--- config.mk ---
export PLATFORM = sky130hd
export DESIGN_NAME = bounded_stack_with_key_search_unit
export DESIGN_NICKNAME = d
export VERILOG_FILES = /design/src/design/bsks_pkg.sv /design/src/design/bsks_ram.sv /design/src/design/bsks_ctrl.sv /design/src/design/bsks_dp.sv /design/src/design/bounded_stack_with_key_search_unit.sv
export VERILOG_INCLUDE_DIRS = /design/src /design/src/design
export SDC_FILE = /design/constraint.sdc
export NUM_CORES = 1
export LEC_CHECK = 0
export BUFFER_PORTS_ARGS = -buffer_cell sky130_fd_sc_hd__buf_2
export CORE_ASPECT_RATIO = 1.5
export CORE_MARGIN = 5
export CORE_UTILIZATION = 45
export CTS_CLUSTER_DIAMETER = 50
export DETAILED_ROUTE_END_ITERATION = 12
export HOLD_SLACK_MARGIN = 0.02
export PLACE_DENSITY_LB_ADDON = 0.3
export REMOVE_ABC_BUFFERS = 1
export SLEW_MARGIN = 20
export SYNTH_ARGS = -nofsm -noshare
export SYNTH_HDL_FRONTEND = slang
export SYNTH_SLANG_ARGS = --single-unit
--- constraint.sdc ---
create_clock -name clk_i -period 12.4 [get_ports clk_i]
set_input_delay 2.48 -clock clk_i [delete_from_list [all_inputs] [get_ports clk_i]]
set_output_delay 2.48 -clock clk_i [all_outputs]
set_load 0.02 [all_outputs]
--- src/design/bounded_stack_with_key_search_unit_macros.svh ---
// ----------------------------------------------------------------------------
// Assertion macros for the bounded stack with key search unit
// Concurrent checks clocked on clk_i and disabled while rst_ni is low.
// ----------------------------------------------------------------------------
`ifndef BOUNDED_STACK_WITH_KEY_SEARCH_UNIT_MACROS_SVH
`define BOUNDED_STACK_WITH_KEY_SEARCH_UNIT_MACROS_SVH

`ifndef SYNTH
// Checks a property on every rising clock edge outside reset.
`define BSKS_ASSERT(lbl, prop) \
  lbl: assert property (@(posedge clk_i) disable iff (!rst_ni) prop) \
    else $error("bsks assertion failed");
// Checks that a condition holds in the cycle after a trigger.
`define BSKS_ASSERT_NEXT(lbl, trig, cond) \
  lbl: assert property (@(posedge clk_i) disable iff (!rst_ni) (trig) |=> (cond)) \
    else $error("bsks next-cycle assertion failed");
`else
`define BSKS_ASSERT(lbl, prop)
`define BSKS_ASSERT_NEXT(lbl, trig, cond)
`endif

`endif

--- src/design/bsks_pkg.sv ---
// ----------------------------------------------------------------------------
// bsks_pkg
// Shared types and constants of the bounded stack with key search unit.
// ----------------------------------------------------------------------------
package bsks_pkg;

  localparam int unsigned DEFAULT_DEPTH = 8;
  localparam int unsigned KEY_W         = 32;
  localparam int unsigned PAGES_W       = 16;
  localparam int unsigned POS_W         = 3;
  localparam int unsigned REQ_W         = 3;
  localparam int unsigned STATUS_W      = 2;
  localparam int unsigned REC_W         = KEY_W + PAGES_W;

  // Request codes. Code 7 is unused and behaves as a status request.
  typedef enum logic [REQ_W-1:0] {
    REQ_PUSH   = 3'd0,
    REQ_POP    = 3'd1,
    REQ_PEEK   = 3'd2,
    REQ_SEARCH = 3'd3,
    REQ_DUMP   = 3'd4,
    REQ_CLEAR  = 3'd5,
    REQ_STATUS = 3'd6
  } req_type_e;

  typedef enum logic [STATUS_W-1:0] {
    STAT_OK        = 2'd0,
    STAT_FULL      = 2'd1,
    STAT_EMPTY     = 2'd2,
    STAT_NOT_FOUND = 2'd3
  } status_e;

  typedef struct packed {
    logic [REQ_W-1:0]          req_type;
    logic signed [KEY_W-1:0]   key;
    logic [PAGES_W-1:0]        pages;
  } req_t;

  typedef struct packed {
    logic [STATUS_W-1:0]       status;
    logic [POS_W-1:0]          position;
    logic signed [KEY_W-1:0]   rec_key;
    logic [PAGES_W-1:0]        rec_pages;
    logic                      is_empty;
    logic                      is_full;
    logic                      last;
  } res_t;

  // Source of the next pending result record.
  typedef enum logic [2:0] {
    PEND_HOLD,
    PEND_ERR_FULL,
    PEND_ERR_EMPTY,
    PEND_NOT_FOUND,
    PEND_ZERO,
    PEND_PUSH,
    PEND_RAM
  } pend_sel_e;

  typedef enum logic [2:0] {
    S_IDLE,
    S_DECODE,
    S_WAIT_TOP,
    S_WALK,
    S_FINAL
  } ctl_state_e;

  // Commands from the controller to the datapath.
  typedef struct packed {
    logic      accept;
    logic      push_write;
    logic      fill_dec;
    logic      fill_clr;
    logic      rd_top;
    logic      rd_next;
    pend_sel_e pend_sel;
    logic      emit;
    logic      emit_last;
  } dp_cmd_t;

  // Status from the datapath to the controller.
  typedef struct packed {
    logic [REQ_W-1:0] req_type;
    logic             empty;
    logic             full;
    logic             key_match;
    logic             pend_vld;
    logic             ptr_zero;
  } dp_stat_t;

endpackage

--- src/design/bsks_ram.sv ---
// ----------------------------------------------------------------------------
// bsks_ram
// Generic single-port-write, single-port-read RAM with registered read data.
// ----------------------------------------------------------------------------
module bsks_ram #(
  parameter int unsigned WIDTH = 8,
  parameter int unsigned DEPTH = 8
) (
  input  logic                     clk_i,
  input  logic                     we_i,
  input  logic [$clog2(DEPTH)-1:0] waddr_i,
  input  logic [WIDTH-1:0]         wdata_i,
  input  logic [$clog2(DEPTH)-1:0] raddr_i,
  output logic [WIDTH-1:0]         rdata_o
);

  logic [WIDTH-1:0] mem_q [DEPTH];
  logic [WIDTH-1:0] rdata_q;

  always_ff @(posedge clk_i) begin
    if (we_i) begin
      mem_q[waddr_i] <= wdata_i;
    end
    rdata_q <= mem_q[raddr_i];
  end

  assign rdata_o = rdata_q;

endmodule

--- src/design/bsks_ctrl.sv ---
// ----------------------------------------------------------------------------
// bsks_ctrl
// Request sequencer: decodes a request and steers the stack datapath.
// ----------------------------------------------------------------------------
module bsks_ctrl (
  input  logic               clk_i,
  input  logic               rst_ni,
  input  logic               start_i,
  input  bsks_pkg::dp_stat_t stat_i,
  output bsks_pkg::dp_cmd_t  cmd_o,
  output logic               busy_o
);

  import bsks_pkg::*;

  ctl_state_e state_q, state_d;
  logic       hit;

  always_ff @(posedge clk_i or negedge rst_ni) begin
    if (!rst_ni) begin
      state_q <= S_IDLE;
    end else begin
      state_q <= state_d;
    end
  end

  // During the walk a dump takes every entry, a search only matching keys.
  assign hit = (stat_i.req_type == REQ_DUMP) || stat_i.key_match;

  always_comb begin
    state_d = state_q;
    cmd_o   = '0;
    case (state_q)
      S_IDLE: begin
        if (start_i) begin
          cmd_o.accept = 1'b1;
          state_d      = S_DECODE;
        end
      end
      S_DECODE: begin
        state_d = S_FINAL;
        case (stat_i.req_type)
          REQ_PUSH: begin
            if (stat_i.full) begin
              cmd_o.pend_sel = PEND_ERR_FULL;
            end else begin
              cmd_o.push_write = 1'b1;
              cmd_o.pend_sel   = PEND_PUSH;
            end
          end
          REQ_POP, REQ_PEEK: begin
            if (stat_i.empty) begin
              cmd_o.pend_sel = PEND_ERR_EMPTY;
            end else begin
              cmd_o.rd_top   = 1'b1;
              cmd_o.fill_dec = (stat_i.req_type == REQ_POP);
              state_d        = S_WAIT_TOP;
            end
          end
          REQ_SEARCH, REQ_DUMP: begin
            if (stat_i.empty) begin
              cmd_o.pend_sel = PEND_ERR_EMPTY;
            end else begin
              cmd_o.rd_top = 1'b1;
              state_d      = S_WALK;
            end
          end
          REQ_CLEAR: begin
            cmd_o.fill_clr = 1'b1;
            cmd_o.pend_sel = PEND_ZERO;
          end
          default: begin
            cmd_o.pend_sel = PEND_ZERO;
          end
        endcase
      end
      S_WAIT_TOP: begin
        cmd_o.pend_sel = PEND_RAM;
        state_d        = S_FINAL;
      end
      S_WALK: begin
        // A new hit pushes the previously held hit out as a non-final beat.
        if (hit) begin
          cmd_o.pend_sel = PEND_RAM;
          cmd_o.emit     = stat_i.pend_vld;
        end
        if (stat_i.ptr_zero) begin
          if (!hit && !stat_i.pend_vld) begin
            cmd_o.pend_sel = PEND_NOT_FOUND;
          end
          state_d = S_FINAL;
        end else begin
          cmd_o.rd_next = 1'b1;
        end
      end
      S_FINAL: begin
        cmd_o.emit_last = 1'b1;
        state_d         = S_IDLE;
      end
      default: begin
        state_d = S_IDLE;
      end
    endcase
  end

  assign busy_o = (state_q != S_IDLE);

endmodule

--- src/design/bsks_dp.sv ---
// ----------------------------------------------------------------------------
// bsks_dp
// Stack datapath: record storage, fill count, walk pointer and result register.
// ----------------------------------------------------------------------------
module bsks_dp #(
  parameter int unsigned DEPTH = bsks_pkg::DEFAULT_DEPTH
) (
  input  logic               clk_i,
  input  logic               rst_ni,
  input  bsks_pkg::req_t     req_i,
  input  bsks_pkg::dp_cmd_t  cmd_i,
  output bsks_pkg::dp_stat_t stat_o,
  output bsks_pkg::res_t     res_o,
  output logic               strobe_o
);

  import bsks_pkg::*;

  localparam int unsigned AW = $clog2(DEPTH);
  localparam int unsigned CW = $clog2(DEPTH + 1);

  typedef struct packed {
    logic [STATUS_W-1:0]     status;
    logic [POS_W-1:0]        position;
    logic signed [KEY_W-1:0] rec_key;
    logic [PAGES_W-1:0]      rec_pages;
  } pend_t;

  req_t              req_q;
  logic [CW-1:0]     fill_q, fill_d;
  logic [AW-1:0]     ptr_q, ptr_d;
  pend_t             pend_q, pend_d;
  logic              pend_vld_q, pend_vld_d;
  res_t              res_q, res_d;
  logic              strobe_q;

  logic [CW-1:0]     top_c;
  logic [AW-1:0]     ptr_m1;
  logic [AW-1:0]     raddr;
  logic [REC_W-1:0]  rdata;
  logic [AW+2:0]     fill_ext;
  logic [AW+2:0]     ptr_ext;
  logic              empty;
  logic              full;

  assign top_c    = fill_q - CW'(1);
  assign ptr_m1   = ptr_q - AW'(1);
  assign raddr    = cmd_i.rd_top ? top_c[AW-1:0] : ptr_m1;
  assign empty    = (fill_q == '0);
  assign full     = (fill_q == CW'(DEPTH));
  // The reported position is the low bits of the slot number.
  assign fill_ext = {3'b000, fill_q[AW-1:0]};
  assign ptr_ext  = {3'b000, ptr_q};

  bsks_ram #(
    .WIDTH (REC_W),
    .DEPTH (DEPTH)
  ) u_ram (
    .clk_i   (clk_i),
    .we_i    (cmd_i.push_write),
    .waddr_i (fill_q[AW-1:0]),
    .wdata_i ({req_q.key, req_q.pages}),
    .raddr_i (raddr),
    .rdata_o (rdata)
  );

  always_comb begin
    fill_d = fill_q;
    if (cmd_i.fill_clr) begin
      fill_d = '0;
    end else if (cmd_i.push_write) begin
      fill_d = fill_q + CW'(1);
    end else if (cmd_i.fill_dec) begin
      fill_d = top_c;
    end

    ptr_d = ptr_q;
    if (cmd_i.rd_top) begin
      ptr_d = top_c[AW-1:0];
    end else if (cmd_i.rd_next) begin
      ptr_d = ptr_m1;
    end

    pend_d     = pend_q;
    pend_vld_d = cmd_i.accept ? 1'b0 : pend_vld_q;
    case (cmd_i.pend_sel)
      PEND_HOLD: begin
        pend_d = pend_q;
      end
      PEND_ERR_FULL: begin
        pend_d = '{STAT_FULL, '0, '0, '0};
      end
      PEND_ERR_EMPTY: begin
        pend_d = '{STAT_EMPTY, '0, '0, '0};
      end
      PEND_NOT_FOUND: begin
        pend_d = '{STAT_NOT_FOUND, '0, req_q.key, '0};
      end
      PEND_ZERO: begin
        pend_d = '{STAT_OK, '0, '0, '0};
      end
      PEND_PUSH: begin
        pend_d = '{STAT_OK, fill_ext[POS_W-1:0], req_q.key, req_q.pages};
      end
      PEND_RAM: begin
        pend_d = '{STAT_OK, ptr_ext[POS_W-1:0], rdata[REC_W-1:PAGES_W],
                   rdata[PAGES_W-1:0]};
        pend_vld_d = 1'b1;
      end
      default: begin
        pend_d = pend_q;
      end
    endcase

    res_d = '{pend_q.status, pend_q.position, pend_q.rec_key, pend_q.rec_pages,
              empty, full, cmd_i.emit_last};
  end

  always_ff @(posedge clk_i or negedge rst_ni) begin
    if (!rst_ni) begin
      fill_q     <= '0;
      ptr_q      <= '0;
      pend_vld_q <= 1'b0;
      strobe_q   <= 1'b0;
    end else begin
      fill_q     <= fill_d;
      ptr_q      <= ptr_d;
      pend_vld_q <= pend_vld_d;
      strobe_q   <= cmd_i.emit || cmd_i.emit_last;
    end
  end

  always_ff @(posedge clk_i) begin
    if (cmd_i.accept) begin
      req_q <= req_i;
    end
    pend_q <= pend_d;
    if (cmd_i.emit || cmd_i.emit_last) begin
      res_q <= res_d;
    end
  end

  assign stat_o = '{req_q.req_type, empty, full,
                    (rdata[REC_W-1:PAGES_W] == req_q.key), pend_vld_q,
                    (ptr_q == '0)};
  assign res_o    = res_q;
  assign strobe_o = strobe_q;

endmodule

--- src/design/bounded_stack_with_key_search_unit.sv ---
// ----------------------------------------------------------------------------
// bounded_stack_with_key_search_unit
// Bounded LIFO stack of key and page-count records with search and dump.
// ----------------------------------------------------------------------------
// Usage: a request beat (push, pop, peek, search, dump, clear, status) is taken
// at a rising edge where start is high and busy is low. Results leave on res_o,
// each shown for exactly one cycle while strobe_o is high; the receiver must
// take every beat as it comes, since it cannot stall the unit. The final result
// of a request has last set, and every result carries the empty and full flags
// as they stand after the request.
// Timing: push, clear and status go from decode straight to the final state and
// give their single result; pop and peek also pass through S_WAIT_TOP for the
// registered read of the record memory. Search and dump walk the stored records
// from the top down one per cycle through the memory's read port; one result per
// match (or one not-found beat) comes out.
// busy drops in the cycle the final result is shown, so the next request can be
// taken at the end of that cycle.
// Reset empties the stack at once; the record memory itself is not cleared, as
// only slots below the fill count are ever read.
// ----------------------------------------------------------------------------
`include "bounded_stack_with_key_search_unit_macros.svh"

module bounded_stack_with_key_search_unit #(
  parameter int unsigned DEPTH = bsks_pkg::DEFAULT_DEPTH
) (
  input  logic           clk_i,
  input  logic           rst_ni,
  input  logic           start,
  input  bsks_pkg::req_t req_i,
  output logic           busy,
  output bsks_pkg::res_t res_o,
  output logic           strobe_o
);

  import bsks_pkg::*;

  // Command and status bundles between the sequencer and the datapath.
  dp_cmd_t  cmd;
  dp_stat_t stat;

  // The sequencer owns the request flow: it accepts a beat, decodes it against
  // the current fill state and steps the datapath through the walk.
  bsks_ctrl u_ctrl (
    .clk_i   (clk_i),
    .rst_ni  (rst_ni),
    .start_i (start),
    .stat_i  (stat),
    .cmd_o   (cmd),
    .busy_o  (busy)
  );

  // The datapath holds the records, the fill count, the walk pointer, one
  // pending result (so that the final hit of a walk can be marked last) and
  // the output register.
  bsks_dp #(
    .DEPTH (DEPTH)
  ) u_dp (
    .clk_i    (clk_i),
    .rst_ni   (rst_ni),
    .req_i    (req_i),
    .cmd_i    (cmd),
    .stat_o   (stat),
    .res_o    (res_o),
    .strobe_o (strobe_o)
  );

  // An accepted request always keeps the unit busy in the next cycle.
  `BSKS_ASSERT_NEXT(a_busy_after_accept, start && !busy, busy)
  // The final beat of a request coincides with the unit becoming free.
  `BSKS_ASSERT(a_last_when_free, (strobe_o && res_o.last) |-> !busy)
  // Beats before the final one only appear while the walk is still running.
  `BSKS_ASSERT(a_more_while_busy, (strobe_o && !res_o.last) |-> busy)
  // Error outcomes are always the one and only beat of their request.
  `BSKS_ASSERT(a_error_is_last, (strobe_o && (res_o.status == STAT_FULL ||
    res_o.status == STAT_EMPTY || res_o.status == STAT_NOT_FOUND)) |-> res_o.last)

endmodule
==> results of run 1 <==
[flip-flops by register name, summed over array words and instances, names as in the netlist]
register / flops
u_dp.pend_vld_q: 1
u_dp.stat_o: 3
u_dp.u_ram.mem_q: 384
u_dp.strobe_o: 1
u_dp.ptr_q: 3
u_ctrl.state_q: 3
u_dp.u_ram.rdata_o: 48
u_dp.fill_q: 4
u_dp.res_o: 56
u_dp.req_q: 48
u_dp.pend_q: 53
[layer usage]
layer	track usage [%]	up-vias	share of wire [%]
met2	30.4	222	52
met5	0	-	0
met3	2.55	67	4.1
li1	-	4941	-
met4	4.68	0	2.2
met1	22.0	5609	41
[area by class of cell]
type / count / area [um^2]
Fill cell: 3977 / 24000
Sequential cell: 604 / 17600
Multi-Input combinational cell: 485 / 4670
Clock buffer: 73 / 1460
Tap cell: 663 / 830
Timing Repair Buffer: 135 / 748
Clock inverter: 29 / 323
Inverter: 9 / 33.8
Antenna cell: 2 / 5.00
[logic make-up after synthesis]
group,synth area share [%]
XOR/XNOR,1.47
AO/OA/AOI/OAI,7.22
adder cells (fa/ha/maj),0.222
flip-flops,77.9
buffers and inverters,2.00
multiplexers,9.40
AND/OR/NAND/NOR,1.79
[through the flow]
| stage | setup WS, ns | utilization, % | instances |
|---|---|---|---|
| 3_3_place_gp | 7.82 | 48.0 | 1895 |
| 5_1_grt | 7.42 | 51.7 | 1998 |
| 6_report | 7.71 | 51.7 | 2000 |
| 3_5_place_dp | 7.69 | 48.0 | 1895 |
| 4_1_cts | 7.72 | 51.6 | 1997 |
| 2_1_floorplan | 3.25 | - | 1098 |
[final timing paths]
path / from / endpoint / slack [ns] / cells after the start
worst min-delay path: u_dp.pend_q[37] / u_dp.res_o[40] / 0.42 / 0
worst max register to register: u_dp.fill_q[0] / u_dp.u_ram.rdata_o[2] / 7.71 / 10
worst max-delay path: u_dp.fill_q[0] / u_dp.u_ram.rdata_o[2] / 7.71 / 10
min in group asynchronous: rst_ni / u_dp.strobe_o / 1.80 / 1
max in group asynchronous: rst_ni / u_dp.pend_vld_q / 10.36 / 1
worst min register to register: u_dp.pend_q[37] / u_dp.res_o[40] / 0.42 / 0
[placed cells by master, fill, tap and decap left out, types with 6 or more instances in the layout]
cell type / instances
edfxtp_1: 544
buf_2: 111
mux2i_1: 103
mux2_2: 97
clkbuf_16: 54
a22o_1: 51
dfxtp_1: 48
o22ai_1: 47
a221oi_2: 46
xor2_1: 35
buf_4: 23
clkbuf_1: 15
nand2_1: 13
dfrtp_1: 12
inv_1: 8
nor4_1: 8
clkinv_1: 8
o21ai_0: 7
nor2_1: 7
clkinv_2: 7
bufinv_16: 6
[power by group]
group / internal (mW) / total [mW] / switching [mW]
Clock: 0.958 / 1.67 / 0.715
Sequential: 2.70 / 2.92 / 0.226
Combinational: 0.976 / 2.34 / 1.36
Total: 4.63 / 6.94 / 2.31
[critical path, cell delays in order (launching register included)]
cell       delay (ns)
dfrtp_1          0.57
inv_1            0.15
ha_1             0.30
or3b_1           0.30
nand4_4          0.21
a2bb2oi_4        0.66
buf_4            0.95
buf_4            0.67
mux2_2           0.41
o22ai_1          0.19
a221oi_2         0.06
==> impl_metrics.py, run 1 <==
metrics = {
    "critical_path": {
        "cp_max_fo": 70,
        "crit_path_end_kind": "register",
        "cp.required_ns": 12.82,
        "critical_path_arrival_ns": 5.11,
        "path_class": "reg2reg",
        "cp-start-kind": "register",
    },
    "place": {
        "postPlaceCellArea_mm2": 0.0239,
        "portBuffers": 111,
        "hpwl_um": 25300,
        "routabilityCongestion": 0.783,
    },
    "floorplanning": {
        "rows": 100,
        "start_util_pct": 45.5,
        "num_io_pins": 112,
        "die_y_um": 284,
        "core_mm2": 0.0497,
        "die_x_um": 193,
        "dieArea_mm2": 0.0549,
    },
    "drt": {
        "wl_per_cell_um": 23.9,
        "avgViaCountPerCell": 5.42,
        "vias": 10800,
        "drt_first_pass_iters": 5,
        "dr.first_iter.drc_count": 651,
        "drc": 0,
        "wl_um": 47700,
        "postRouteAntennaNets": 0,
    },
    "synthesis": {
        "syn_area_per_cell_um2": 19.5,
        "seq_area_frac_synth_pct": 77.9,
        "netlist-cell-type-count": 55,
        "ys_ff_latch": 604,
        "async_reset_ff_share_pct": 1.99,
        "synth_cells": 1159,
        "synth_top_area_cell": "edfxtp_1",
        "synth_top_area_share_pct": 72.3,
        "synth_flop_cell": "edfxtp_1",
        "yosys.cell_count.top_type": "edfxtp_1",
        "synth_edf_count": 544,
        "yosys-top-cells-count": "edfxtp_1, mux2i_1, mux2_2",
        "synth_area_leaders": "edfxtp_1, mux2_2, mux2i_1",
        "ys_warn_count": 0,
        "netlist_area_mm2": 0.0226,
    },
    "global_routing": {
        "grt_pass1_vias": 11500,
        "track_usage_pct": 17.2,
        "grt_pass1_wl_um": 71000,
        "antenna_found_initial": 3,
        "globalRoute.totalOverflow": 0,
        "grt_max_degree": 71,
    },
    "sta": {
        "fin_crit_sh_pct": 37.8,
        "finClkSkew_ns": 0.0314,
        "whs_ns": 0.418,
        "slew_violations": 0,
        "finalCriticalPeriod_ns": 4.69,
        "fmax_mhz": 213,
        "hold_viol": 0,
        "finalSetupTns_ns": 0,
        "finalSetupViolCount": 0,
        "max-slew-margin-rel_pct": 25.9,
        "grt_setup_unrepaired": "false",
        "tightest_slew_ns": 1.11,
    },
    "pwr": {
        "ir_drop_mv": 0.196,
        "finalPower_mw": 6.94,
        "power_density_mw_per_mm2": 270,
        "leakagePower_nw": 8.73,
    },
    "min_path": {
        "hold_path.class": "reg2reg",
    },
    "clocking": {
        "clockBufferDepth": 3,
        "cts_sinks": 604,
        "tritoncts": "built",
        "cts_resized": 0,
        "cts_hold_buf": 0,
        "cts_setup_buffers": 0,
        "clk_latency_ns": 0.60,
        "root_buffer": "clkbuf_16",
        "clk_pin_slew_ns": 0.06,
        "cts_buffers": 54,
        "htree_levels": 2,
    },
    "cells_and_area": {
        "fin_nets": 1347,
        "finalInstanceArea_mm2": 0.0257,
        "drive_gt1_share_pct": 28.8,
        "syn2layout_area_growth_pct": 13.6,
    },
    "run_status": {
        "status": "finished, final reports clean",
    },
    "run": {
        "maxCapViolations": 0,
    },
}
Note: power is estimated with default switching activity, not from simulation.
==> run 2: changes to the inputs <==
clock period = 4.3 ns   (was 12.4 ns; I/O delays follow)
==> impl_metrics.py, run 2 (synthesis gave the netlist of run 1 again) <==
metrics = {
    "place": {
        "pre_cts_ws_ns": 0.777,
        "portBuffers": 111,
        "hpwl_um": 26500,
        "routabilityCongestion": 0.752,
    },
    "clocking": {
        "clockBufferDepth": 3,
        "clk_latency_ns": 0.58,
        "clk_pin_slew_ns": 0.07,
        "cts_resized": 0,
        "cts_hold_buf": 0,
        "tritoncts": "built",
        "cts_setup_buffers": 0,
        "root_buffer": "clkbuf_16",
        "htree_levels": 2,
        "cts_buffers": 53,
        "cts_sinks": 604,
    },
    "floorplanning": {
        "die_y_um": 284,
        "dieArea_mm2": 0.0549,
        "start_util_pct": 45.5,
        "die_x_um": 193,
        "core_mm2": 0.0497,
        "rows": 100,
        "num_io_pins": 112,
    },
    "global_routing": {
        "grt_max_degree": 49,
        "use_met2_pct": 30.5,
        "antenna_found_initial": 0,
        "grt_pass1_wl_um": 71600,
        "track_usage_pct": 17.2,
        "grt_pass1_vias": 11500,
        "globalRoute.totalOverflow": 0,
        "grt_busiest_layer": "met2",
        "use_met3_pct": 2.47,
        "use_met1_pct": 22.2,
    },
    "drt": {
        "drc": 0,
        "avgViaCountPerCell": 5.43,
        "wl_per_cell_um": 23.7,
        "postRouteAntennaNets": 0,
        "dr.first_iter.drc_count": 801,
        "vias": 10900,
        "wl_um": 47600,
        "drt_first_pass_iters": 5,
    },
    "pwr": {
        "finalPower_mw": 20.3,
        "power_density_mw_per_mm2": 784,
        "leakagePower_nw": 8.82,
        "pwr-share-seq_pct": 41.5,
        "pwr-share-comb_pct": 35.4,
        "swShare_pct": 33.1,
        "switchingPower_mw": 6.72,
        "ir_drop_mv": 0.408,
        "p_int_mw": 13.6,
        "clkPwrFrac_pct": 23.0,
    },
    "min_path": {
        "hold_path.class": "in2async",
    },
    "critical_path": {
        "critical_path_arrival_ns": 3.96,
        "cp_max_fo": 33,
        "crit_start": "u_dp.fill_q[0]",
        "cp-start-kind": "register",
        "crit_path_end_kind": "register",
        "path_class": "reg2reg",
        "r2r-start": "u_dp.fill_q[0]",
        "cp.required_ns": 4.74,
    },
    "cells_and_area": {
        "multi_input_area_mm2": 0.00467,
        "top_register": "u_dp.u_ram.mem_q",
        "seq_area_mm2": 0.0176,
        "fill_cells": 3951,
        "fin_nets": 1360,
        "layout_commonest_cell": "edfxtp_1",
        "drive_gt1_share_pct": 29.3,
        "n_antenna_cell": 0,
        "largest_reg_flops": 384,
        "final_cell_mix": "edfxtp_1, buf_2, mux2i_1, mux2_2, clkbuf_16",
        "syn2layout_area_growth_pct": 14.8,
    },
    "sta": {
        "slew_violations": 0,
        "fin_crit_sh_pct": 81.9,
        "hold_viol": 0,
        "finalSetupViolCount": 0,
        "finalCriticalPeriod_ns": 3.52,
        "finClkSkew_ns": 0.0169,
        "max-slew-margin-rel_pct": 42.1,
        "tightest_slew_ns": 0.865,
        "fin_ws_ns": 0.777,
        "grt_setup_unrepaired": "false",
        "fmax_mhz": 284,
    },
    "run": {
        "maxCapViolations": 0,
    },
    "run_status": {
        "status": "finished, final reports clean",
    },
}
[run 2: path summary, 6_finish.rpt]
check                      cells past startpoint                      to  slack, ns
max in group asynchronous                      1       u_ctrl.state_q[0]       3.87
setup / recovery                               9  u_dp.u_ram.rdata_o[26]       0.78
hold / removal                                 1           u_dp.ptr_q[0]       0.18
min in group clk_i                             0          u_dp.res_o[12]       0.42
setup reg to reg                               9  u_dp.u_ram.rdata_o[26]       0.78
hold reg to reg                                0          u_dp.res_o[12]       0.42
[run 2: power by group through the flow]
stage          Combinational, mW  Sequential (mW)  Clock (mW)
5_1_grt                     7.74             8.54        5.03
4_1_cts                     7.32             8.45        4.79
3_5_place_dp                7.30             8.56           0
2_1_floorplan               3.53             8.51           0
6_report                    7.20             8.44        4.68
3_3_place_gp                7.19             8.53           0
[run 2: per-stage QoR]
stage / utilization [%] / cells / cell area (um^2) / TNS [ns] / hold WS [ns]
2_1_floorplan: - / 1098 / 22200 / -536.27 / 0.400
3_3_place_gp: 48.8 / 1910 / 24200 / 0 / 0.403
5_1_grt: 52.2 / 2010 / 25900 / 0 / 0.178
6_report: 52.2 / 2010 / 25900 / 0 / 0.176
4_1_cts: 52.2 / 2010 / 25900 / 0 / 0.158
3_5_place_dp: 48.8 / 1910 / 24200 / 0 / 0.405
[run 2: per-layer routing]
layer  vias up  share of wire [%]
li1       4972                  -
met1      5616                 41
met2       258                 53
met3        68                4.5
met4         0                2.0
met5         -                  0
[run 2: area by class of cell]
cell class	instances	share of cell area, %
Inverter	9	0.130
Tap cell	663	3.20
Multi-Input combinational cell	485	18.0
Sequential cell	604	67.9
Clock inverter	25	0.941
Clock buffer	75	5.67
Timing Repair Buffer	149	4.21
[run 2: critical path, cell delays in order, from the launching register on]
cell and delay [ns]:
dfrtp_1 0.58, inv_1 0.17, ha_1 0.31, or3b_1 0.32, nand4_4 0.22, a2bb2oi_4 0.76
buf_12 0.32, mux2_2 0.37, o22ai_1 0.23, a221oi_2 0.06
